--- src/design/pfp_pkg.sv ---
`timescale 1ns / 1ps
// ----------------------------------------------------------------------------
// pfp_pkg
// Shared constants and types for the position frame parser.
// ----------------------------------------------------------------------------
package pfp_pkg;

   // Payload length of one frame in bytes (4 to 64)
   localparam int PAYLOAD_BYTES = 24;

   // Words emitted per frame: whole words of payload, capped at six
   localparam int RAW_WORDS  = PAYLOAD_BYTES / 4;
   localparam int WORD_COUNT = (RAW_WORDS < 6) ? RAW_WORDS : 6;

   localparam int CNT_W   = $clog2(PAYLOAD_BYTES);
   localparam int INDEX_W = 3;
   localparam int WORD_W  = 32;

   // Frame delimiters
   localparam logic [7:0] HDR_FIRST  = 8'h0D;
   localparam logic [7:0] HDR_SECOND = 8'h0A;
   localparam logic [7:0] TRL_FIRST  = 8'h0A;
   localparam logic [7:0] TRL_SECOND = 8'h0D;

   // Control from the sequencer to the byte cells
   typedef struct packed {
      logic capture;   // shift one byte in at the tail
      logic drain;     // advance four bytes toward the head
   } ctl_type;

endpackage

--- src/design/pfp_if.sv ---
`timescale 1ns / 1ps
// ----------------------------------------------------------------------------
// pfp_req_if / pfp_rsp_if
// Valid/ready channels for received bytes and payload words.
// ----------------------------------------------------------------------------
interface pfp_req_if;
   logic       valid;
   logic       ready;
   logic [7:0] rx_byte;

   modport source (output valid, output rx_byte, input ready);
   modport sink   (input valid, input rx_byte, output ready);
endinterface

interface pfp_rsp_if;
   logic        valid;
   logic        ready;
   logic [2:0]  word_index;
   logic [31:0] word_value;
   logic        last;

   modport source (output valid, output word_index, output word_value, output last,
                   input ready);
   modport sink   (input valid, input word_index, input word_value, input last,
                   output ready);
endinterface

--- src/design/position_frame_parser_top.sv ---
`timescale 1ns / 1ps
// ----------------------------------------------------------------------------
// position_frame_parser_top
// Byte-serial frame sync; emits payload as little-endian 32-bit words.
// ----------------------------------------------------------------------------
// Usage:
//  - req_chan carries one received byte per transaction. Frames are
//    0x0D 0x0A, PAYLOAD_BYTES payload bytes, 0x0A 0x0D. A repeated 0x0D
//    while waiting for 0x0A keeps waiting; any other bad delimiter drops
//    back to hunting and nothing is emitted for that frame.
//  - Bytes are accepted one per cycle while req ready is high; header,
//    payload and trailer bytes can arrive back to back.
//  - On the closing 0x0D the block drains WORD_COUNT words on rsp_chan,
//    the first visible the cycle after that byte is accepted, then one per
//    cycle while rsp ready stays high. word_index counts from 0; last marks
//    the final word.
//  - Payload sits in a chain of byte cells: each payload byte enters at the
//    tail and shifts one cell on; each delivered word moves the chain four
//    cells toward the head, so the head always holds the next word.
//  - While words drain, req ready is low: no byte is accepted until the
//    last word of the frame is taken, including through any rsp stall.
//  - A stalled receiver holds the current word stable; nothing is lost.
//  - Synchronous reset returns to hunting with no words pending. Cell
//    contents are not cleared; every cell is rewritten before any frame
//    completes.
// ----------------------------------------------------------------------------
module position_frame_parser_top
   import pfp_pkg::*;
(
   input  logic            clock,
   input  logic            reset,
   pfp_req_if.sink         req_chan,
   pfp_rsp_if.source       rsp_chan
);

   ctl_type    ctl;
   logic [7:0] cell_q [PAYLOAD_BYTES];

   pfp_ctrl u_ctrl (
      .clock     (clock),
      .reset     (reset),
      .req_valid (req_chan.valid),
      .req_byte  (req_chan.rx_byte),
      .req_ready (req_chan.ready),
      .rsp_valid (rsp_chan.valid),
      .rsp_ready (rsp_chan.ready),
      .rsp_index (rsp_chan.word_index),
      .rsp_last  (rsp_chan.last),
      .ctl       (ctl)
   );

   // Cell 0 is the head (oldest byte); new bytes enter at the tail.
   for (genvar i = 0; i < PAYLOAD_BYTES; i++) begin : g_cell
      logic [7:0] step_src;
      logic [7:0] jump_src;

      if (i == PAYLOAD_BYTES - 1) begin : g_tail
         assign step_src = req_chan.rx_byte;
      end else begin : g_body
         assign step_src = cell_q[i + 1];
      end

      if (i + 4 < PAYLOAD_BYTES) begin : g_jump
         assign jump_src = cell_q[i + 4];
      end else begin : g_nojump
         assign jump_src = 8'h00;
      end

      pfp_cell u_cell (
         .clock   (clock),
         .ctl     (ctl),
         .step_in (step_src),
         .jump_in (jump_src),
         .data_ff (cell_q[i])
      );
   end

   // Head four cells form the current word, lowest address in the low byte.
   assign rsp_chan.word_value = {cell_q[3], cell_q[2], cell_q[1], cell_q[0]};

endmodule

--- src/design/pfp_cell.sv ---
`timescale 1ns / 1ps
// ----------------------------------------------------------------------------
// pfp_cell
// One payload byte cell; loads from the next cell or from four cells on.
// ----------------------------------------------------------------------------
module pfp_cell
   import pfp_pkg::*;
(
   input  logic       clock,
   input  ctl_type    ctl,
   input  logic [7:0] step_in,   // neighbor one place toward the tail
   input  logic [7:0] jump_in,   // cell four places toward the tail
   output logic [7:0] data_ff
);

   logic [7:0] data_in;

   always_comb begin
      data_in = data_ff;
      if (ctl.capture) begin
         data_in = step_in;
      end else if (ctl.drain) begin
         data_in = jump_in;
      end
   end

   always_ff @(posedge clock) begin
      data_ff <= data_in;
   end

endmodule

--- src/design/pfp_ctrl.sv ---
`timescale 1ns / 1ps
// ----------------------------------------------------------------------------
// pfp_ctrl
// Frame sync sequencer: header/trailer phases, byte count, word drain.
// ----------------------------------------------------------------------------
module pfp_ctrl
   import pfp_pkg::*;
(
   input  logic               clock,
   input  logic               reset,
   input  logic               req_valid,
   input  logic [7:0]         req_byte,
   output logic               req_ready,
   output logic               rsp_valid,
   input  logic               rsp_ready,
   output logic [INDEX_W-1:0] rsp_index,
   output logic               rsp_last,
   output ctl_type            ctl
);

   localparam logic [2:0] PH_HUNT    = 3'd0;
   localparam logic [2:0] PH_HDR2    = 3'd1;
   localparam logic [2:0] PH_COLLECT = 3'd2;
   localparam logic [2:0] PH_TRL1    = 3'd3;
   localparam logic [2:0] PH_TRL2    = 3'd4;

   localparam logic [CNT_W-1:0]   CNT_LAST  = CNT_W'(PAYLOAD_BYTES - 1);
   localparam logic [INDEX_W-1:0] INDEX_LAST = INDEX_W'(WORD_COUNT - 1);

   logic [2:0]         phase_ff, phase_in;
   logic [CNT_W-1:0]   count_ff, count_in;
   logic               drain_ff, drain_in;
   logic [INDEX_W-1:0] index_ff, index_in;
   logic               req_fire;
   logic               rsp_fire;

   assign req_ready = !drain_ff;
   assign rsp_valid = drain_ff;
   assign rsp_index = index_ff;
   assign rsp_last  = (index_ff == INDEX_LAST);
   assign req_fire  = req_valid && req_ready;
   assign rsp_fire  = drain_ff && rsp_ready;

   always_comb begin
      phase_in    = phase_ff;
      count_in    = count_ff;
      drain_in    = drain_ff;
      index_in    = index_ff;
      ctl.capture = 1'b0;
      ctl.drain   = rsp_fire;

      if (rsp_fire) begin
         if (rsp_last) begin
            drain_in = 1'b0;
         end else begin
            index_in = index_ff + INDEX_W'(1);
         end
      end

      if (req_fire) begin
         unique case (phase_ff)
            PH_HUNT: begin
               phase_in = (req_byte == HDR_FIRST) ? PH_HDR2 : PH_HUNT;
            end
            PH_HDR2: begin
               if (req_byte == HDR_SECOND) begin
                  count_in = '0;
                  phase_in = PH_COLLECT;
               end else if (req_byte != HDR_FIRST) begin
                  phase_in = PH_HUNT;
               end
            end
            PH_COLLECT: begin
               ctl.capture = 1'b1;
               if (count_ff == CNT_LAST) begin
                  count_in = '0;
                  phase_in = PH_TRL1;
               end else begin
                  count_in = count_ff + CNT_W'(1);
               end
            end
            PH_TRL1: begin
               phase_in = (req_byte == TRL_FIRST) ? PH_TRL2 : PH_HUNT;
            end
            PH_TRL2: begin
               if (req_byte == TRL_SECOND) begin
                  drain_in = 1'b1;
                  index_in = '0;
               end
               phase_in = PH_HUNT;
            end
            default: begin
               phase_in = PH_HUNT;
            end
         endcase
      end
   end

   always_ff @(posedge clock) begin
      if (reset) begin
         phase_ff <= PH_HUNT;
         count_ff <= '0;
         drain_ff <= 1'b0;
         index_ff <= '0;
      end else begin
         phase_ff <= phase_in;
         count_ff <= count_in;
         drain_ff <= drain_in;
         index_ff <= index_in;
      end
   end

   // Assertions
   a_capture_in_collect: assert property (@(posedge clock) disable iff (reset)
      ctl.capture |-> (phase_ff == PH_COLLECT))
      else $error("byte captured outside payload phase");

   a_drain_from_trailer: assert property (@(posedge clock) disable iff (reset)
      $rose(drain_ff) |-> ($past(phase_ff) == PH_TRL2))
      else $error("drain started without closing trailer");

   a_index_range: assert property (@(posedge clock) disable iff (reset)
      drain_ff |-> (index_ff <= INDEX_LAST))
      else $error("word index past last word");

   a_last_ends_drain: assert property (@(posedge clock) disable iff (reset)
      (rsp_fire && rsp_last) |=> !drain_ff)
      else $error("drain continued past last word");

   a_no_overlap: assert property (@(posedge clock) disable iff (reset)
      ctl.capture |-> !ctl.drain)
      else $error("capture and drain in one cycle");

endmodule
--- src/flat_wrapper.sv ---
// flat-port wrapper written by rule: the top's interface ports become plain ports
module position_frame_parser_top_flat import pfp_pkg::*;
  (clock, reset, req_chan_valid, req_chan_rx_byte, req_chan_ready, rsp_chan_valid, rsp_chan_word_index, rsp_chan_word_value, rsp_chan_last, rsp_chan_ready);
  pfp_req_if req_chan_i ();
  pfp_rsp_if rsp_chan_i ();
  input  logic clock;
  input  logic reset;
  input wire logic [$bits(req_chan_i.valid)-1:0] req_chan_valid;
  input wire logic [$bits(req_chan_i.rx_byte)-1:0] req_chan_rx_byte;
  output wire logic [$bits(req_chan_i.ready)-1:0] req_chan_ready;
  output wire logic [$bits(rsp_chan_i.valid)-1:0] rsp_chan_valid;
  output wire logic [$bits(rsp_chan_i.word_index)-1:0] rsp_chan_word_index;
  output wire logic [$bits(rsp_chan_i.word_value)-1:0] rsp_chan_word_value;
  output wire logic [$bits(rsp_chan_i.last)-1:0] rsp_chan_last;
  input wire logic [$bits(rsp_chan_i.ready)-1:0] rsp_chan_ready;
  assign req_chan_i.valid = req_chan_valid;
  assign req_chan_i.rx_byte = req_chan_rx_byte;
  assign req_chan_ready = req_chan_i.ready;
  assign rsp_chan_valid = rsp_chan_i.valid;
  assign rsp_chan_word_index = rsp_chan_i.word_index;
  assign rsp_chan_word_value = rsp_chan_i.word_value;
  assign rsp_chan_last = rsp_chan_i.last;
  assign rsp_chan_i.ready = rsp_chan_ready;
  position_frame_parser_top u_core (.clock(clock), .reset(reset), .req_chan(req_chan_i), .rsp_chan(rsp_chan_i));
endmodule
--- config.mk ---
export PLATFORM = sky130hd
export DESIGN_NAME = position_frame_parser_top_flat
export DESIGN_NICKNAME = d
export VERILOG_FILES = /design/src/design/pfp_pkg.sv /design/src/design/pfp_if.sv /design/src/design/position_frame_parser_top.sv /design/src/design/pfp_cell.sv /design/src/design/pfp_ctrl.sv /design/src/flat_wrapper.sv
export SDC_FILE = /design/constraint.sdc
export NUM_CORES = 1
export LEC_CHECK = 0
export BUFFER_PORTS_ARGS = -buffer_cell sky130_fd_sc_hd__buf_2
export CAP_MARGIN = 25
export CORE_UTILIZATION = 60
export CTS_BUF_LIST = sky130_fd_sc_hd__clkbuf_8
export DETAILED_ROUTE_END_ITERATION = 16
export GPL_ROUTABILITY_DRIVEN = 0
export GPL_TIMING_DRIVEN = 0
export PLACE_DENSITY = 0.79
export SYNTH_ARGS = -nofsm -noshare
export SYNTH_HDL_FRONTEND = slang
export SYNTH_SLANG_ARGS = --single-unit
--- constraint.sdc ---
create_clock -name clock -period 8.7 [get_ports clock]
set_input_delay 1.74 -clock clock [delete_from_list [all_inputs] [get_ports clock]]
set_output_delay 1.74 -clock clock [all_outputs]
set_load 0.01 [all_outputs]
==> out/metrics.csv <==
metric;value;unit
cts_setup_buffers;0;
crit_path_top_delay_cell;nand2_4;
htreeDepth;2;
cap_viol_max_count;0;
yosys.area_share.simple;0.2609;
n_antenna_cell;0;
holdWs;0.4906;ns
post-route-period-util;0.4069;
die_y;122.4;um
synth_edf_count;192;
pin_count;50;
portBuffers;49;
avgRoutedWirePerCell;13.83;um
via_count;5767;
final.min_clock_period;3.540;ns
yosys.area_share.adder;0.004312;
drtPass1Iterations;5;
status;complete, no violations;
met1_length;6434;um
grt-ovfl-total;0;
grt_max_degree;74;
cpPeakStageDelay;0.54;ns
rsz0062_at_grt;no;
syn_to_final_growth;12.85;%
route.final.wire_length;15530;um
critPathTopFamily;simple AND/OR/NAND/NOR gates;
ant_nets;0;
start_util;0.6199;
skew;0.01232;ns
track_usage;0.2206;
core;0.01404;mm^2
dpl.hpwl;10690;um
ys_types;38;
viasPerCell;5.135;
cts-resized-gates;0;
root_buffer;clkbuf_8;
fill_cells;1050;
synth_ff_type;edfxtp_1;
wl_met3;710;um
syn_nets;846;
fin_ws;5.160;ns
fin_nets;933;
fmax;282.5;MHz
async_flop_share;0;
power_leakage;4.212;nW
crit_path_end_kind;register;
worst_pin_slew;0.6999;ns
cts_tree;done;
drv_slew;0;
worstPathCellList;buf_2, nor2b_1, nand2_1, buf_2, buf_2, nand2_4, buf_16;
drc_errors;0;
slew_headroom;0.5330;
crit_top_cell;buf_2;
ys_ff_latch;204;
clk_latency;0.52;ns
crit_buf_inv;4;
cts.path.max_buffers;3;
route.met2.wl;8128;um
synth_xor_area_frac;0.001006;
grt_pass1_wl;25870;um
die_area;0.01499;mm^2
layout-drive-gt1-share;0.1347;
rows;43;
critPathKind;input pin to register;
required;8.88;ns
hold_viol;0;
grt_pass1_vias;5609;
vdd_drop_max;120.1;uV
cts.sinks;204;
clkSlewWorstSetupHoldPaths;0.06;ns
antenna_found_initial;0;
synthMuxAreaShare;0;
cts_buffers;34;
avgSynthCellArea;10.47;um^2
top_layer_used;met4;
critPathArrivalTime;3.72;ns
crit_fanout;71;
setup_viol;0;
syn_area;0.008705;mm^2
setup_tns;0;ns
drtIter0Drc;402;
hold_class;register to register;
synth_top_family_by_area;simple AND/OR/NAND/NOR gates;
postCtsHoldBufs;0;
chipWidth;122.4;um
ys_warn_count;0;
synthCells;831;
synth_compound_area_frac;0.01653;
worstSetupStartpointType;input pin;
powerDensity;182.9;mW/mm^2
yosysSeqAreaShare;0.6900;
post-place-ws;4.616;ns
-- cells in the final DEF, fill, tap and decap left out, drive strengths merged, types with 3 or more instances in the layout --
cell	n
nor4	3
clkinv	9
nor2	6
inv	18
a31oi	4
and3	33
nand2b	6
dfxtp	12
ha	3
edfxtp	192
nand2	488
a311oi	3
clkbuf	49
a21oi	3
buf	82
clkinvlp	3
-- power by group --
part,switching [W],internal (W)
clock,0.000363,0.000366
combinational,0.00000661,0.00000390
sequential,0.00000000896,0.00106
total,0.000369,0.00143
-- metal layers --
metal | vias up | global-route usage
li1 | 2956 | -
met4 | 0 | 0.06860
met5 | - | 0
met1 | 2658 | 0.2663
met3 | 23 | 0.05065
met2 | 130 | 0.3915
-- path summary, 6_finish.rpt --
kind                                   from                             endpoint  slack [ns]  cells after the start
setup / recovery             req_chan_valid  u_core.g_cell[14].u_cell.data_ff[3]        5.16                      7
setup reg to reg  u_core.u_ctrl.phase_ff[2]  u_core.g_cell[14].u_cell.data_ff[3]        5.96                      7
hold reg to reg   u_core.u_ctrl.count_ff[4]            u_core.u_ctrl.count_ff[4]        0.49                      1
hold / removal    u_core.u_ctrl.count_ff[4]            u_core.u_ctrl.count_ff[4]        0.49                      1
-- cell type report --
cell class	count	area (um^2)	area share
buffer	46	226.5	0.02305
clock buffer	34	467.9	0.04764
clock inverter	27	117.6	0.01197
inverter	3	11.26	0.001146
multi-input combinational	578	2469	0.2513
sequential	204	6006	0.6114
tap	180	225.2	0.02293
timing repair buffer	51	300.3	0.03057
-- registers in the layout, summed over array words and instances, names as in the netlist --
register,flops
u_core.u_ctrl.rsp_index,3
u_core.u_ctrl.rsp_valid,1
u_core.u_ctrl.count_ff,5
u_core.g_cell.u_cell.data_ff,192
u_core.u_ctrl.phase_ff,3
-- Yosys cell counts, types with 3 or more instances --
cell type	number	area share
nor4_1	3	0.0022
buf_2	28	0.016
nand2_1	488	0.21
edfxtp_1	192	0.66
ha_1	3	0.0043
nand2b_1	6	0.0043
inv_1	3	0.0013
a31oi_1	4	0.0029
a21oi_1	3	0.0017
a311oi_1	3	0.0030
nor2_1	6	0.0026
clkbuf_1	15	0.0065
dfxtp_1	12	0.028
and3_1	33	0.024
-- per-stage QoR --
stage                     power, W  instances    util  area [um^2]
after detailed placement  0.001088       1062  0.6578         9238
final                     0.001797       1123  0.6995         9823
after floorplan           0.001083        831       -         8705
after CTS                 0.001812       1123  0.6995         9823
after global placement    0.001088       1060  0.6534         9175
after global routing      0.001855       1123  0.6995         9823
-- worst register-to-register path, cell delays in order, from the launching register on --
cell,delay (ns)
dfxtp_1,0.30
buf_4,0.16
nor3b_2,0.24
nand2_1,0.25
buf_2,0.26
buf_2,0.22
nand2_4,0.55
buf_16,0.37
-- cell families after synthesis --
family / count (synthesis)
adder cells (fa/ha/maj): 3
AO/OA/AOI/OAI: 20
AND/OR/NAND/NOR: 554
flip-flops: 204
buffers and inverters: 49
XOR/XNOR: 1
Note: power is estimated with default switching activity, not from simulation.
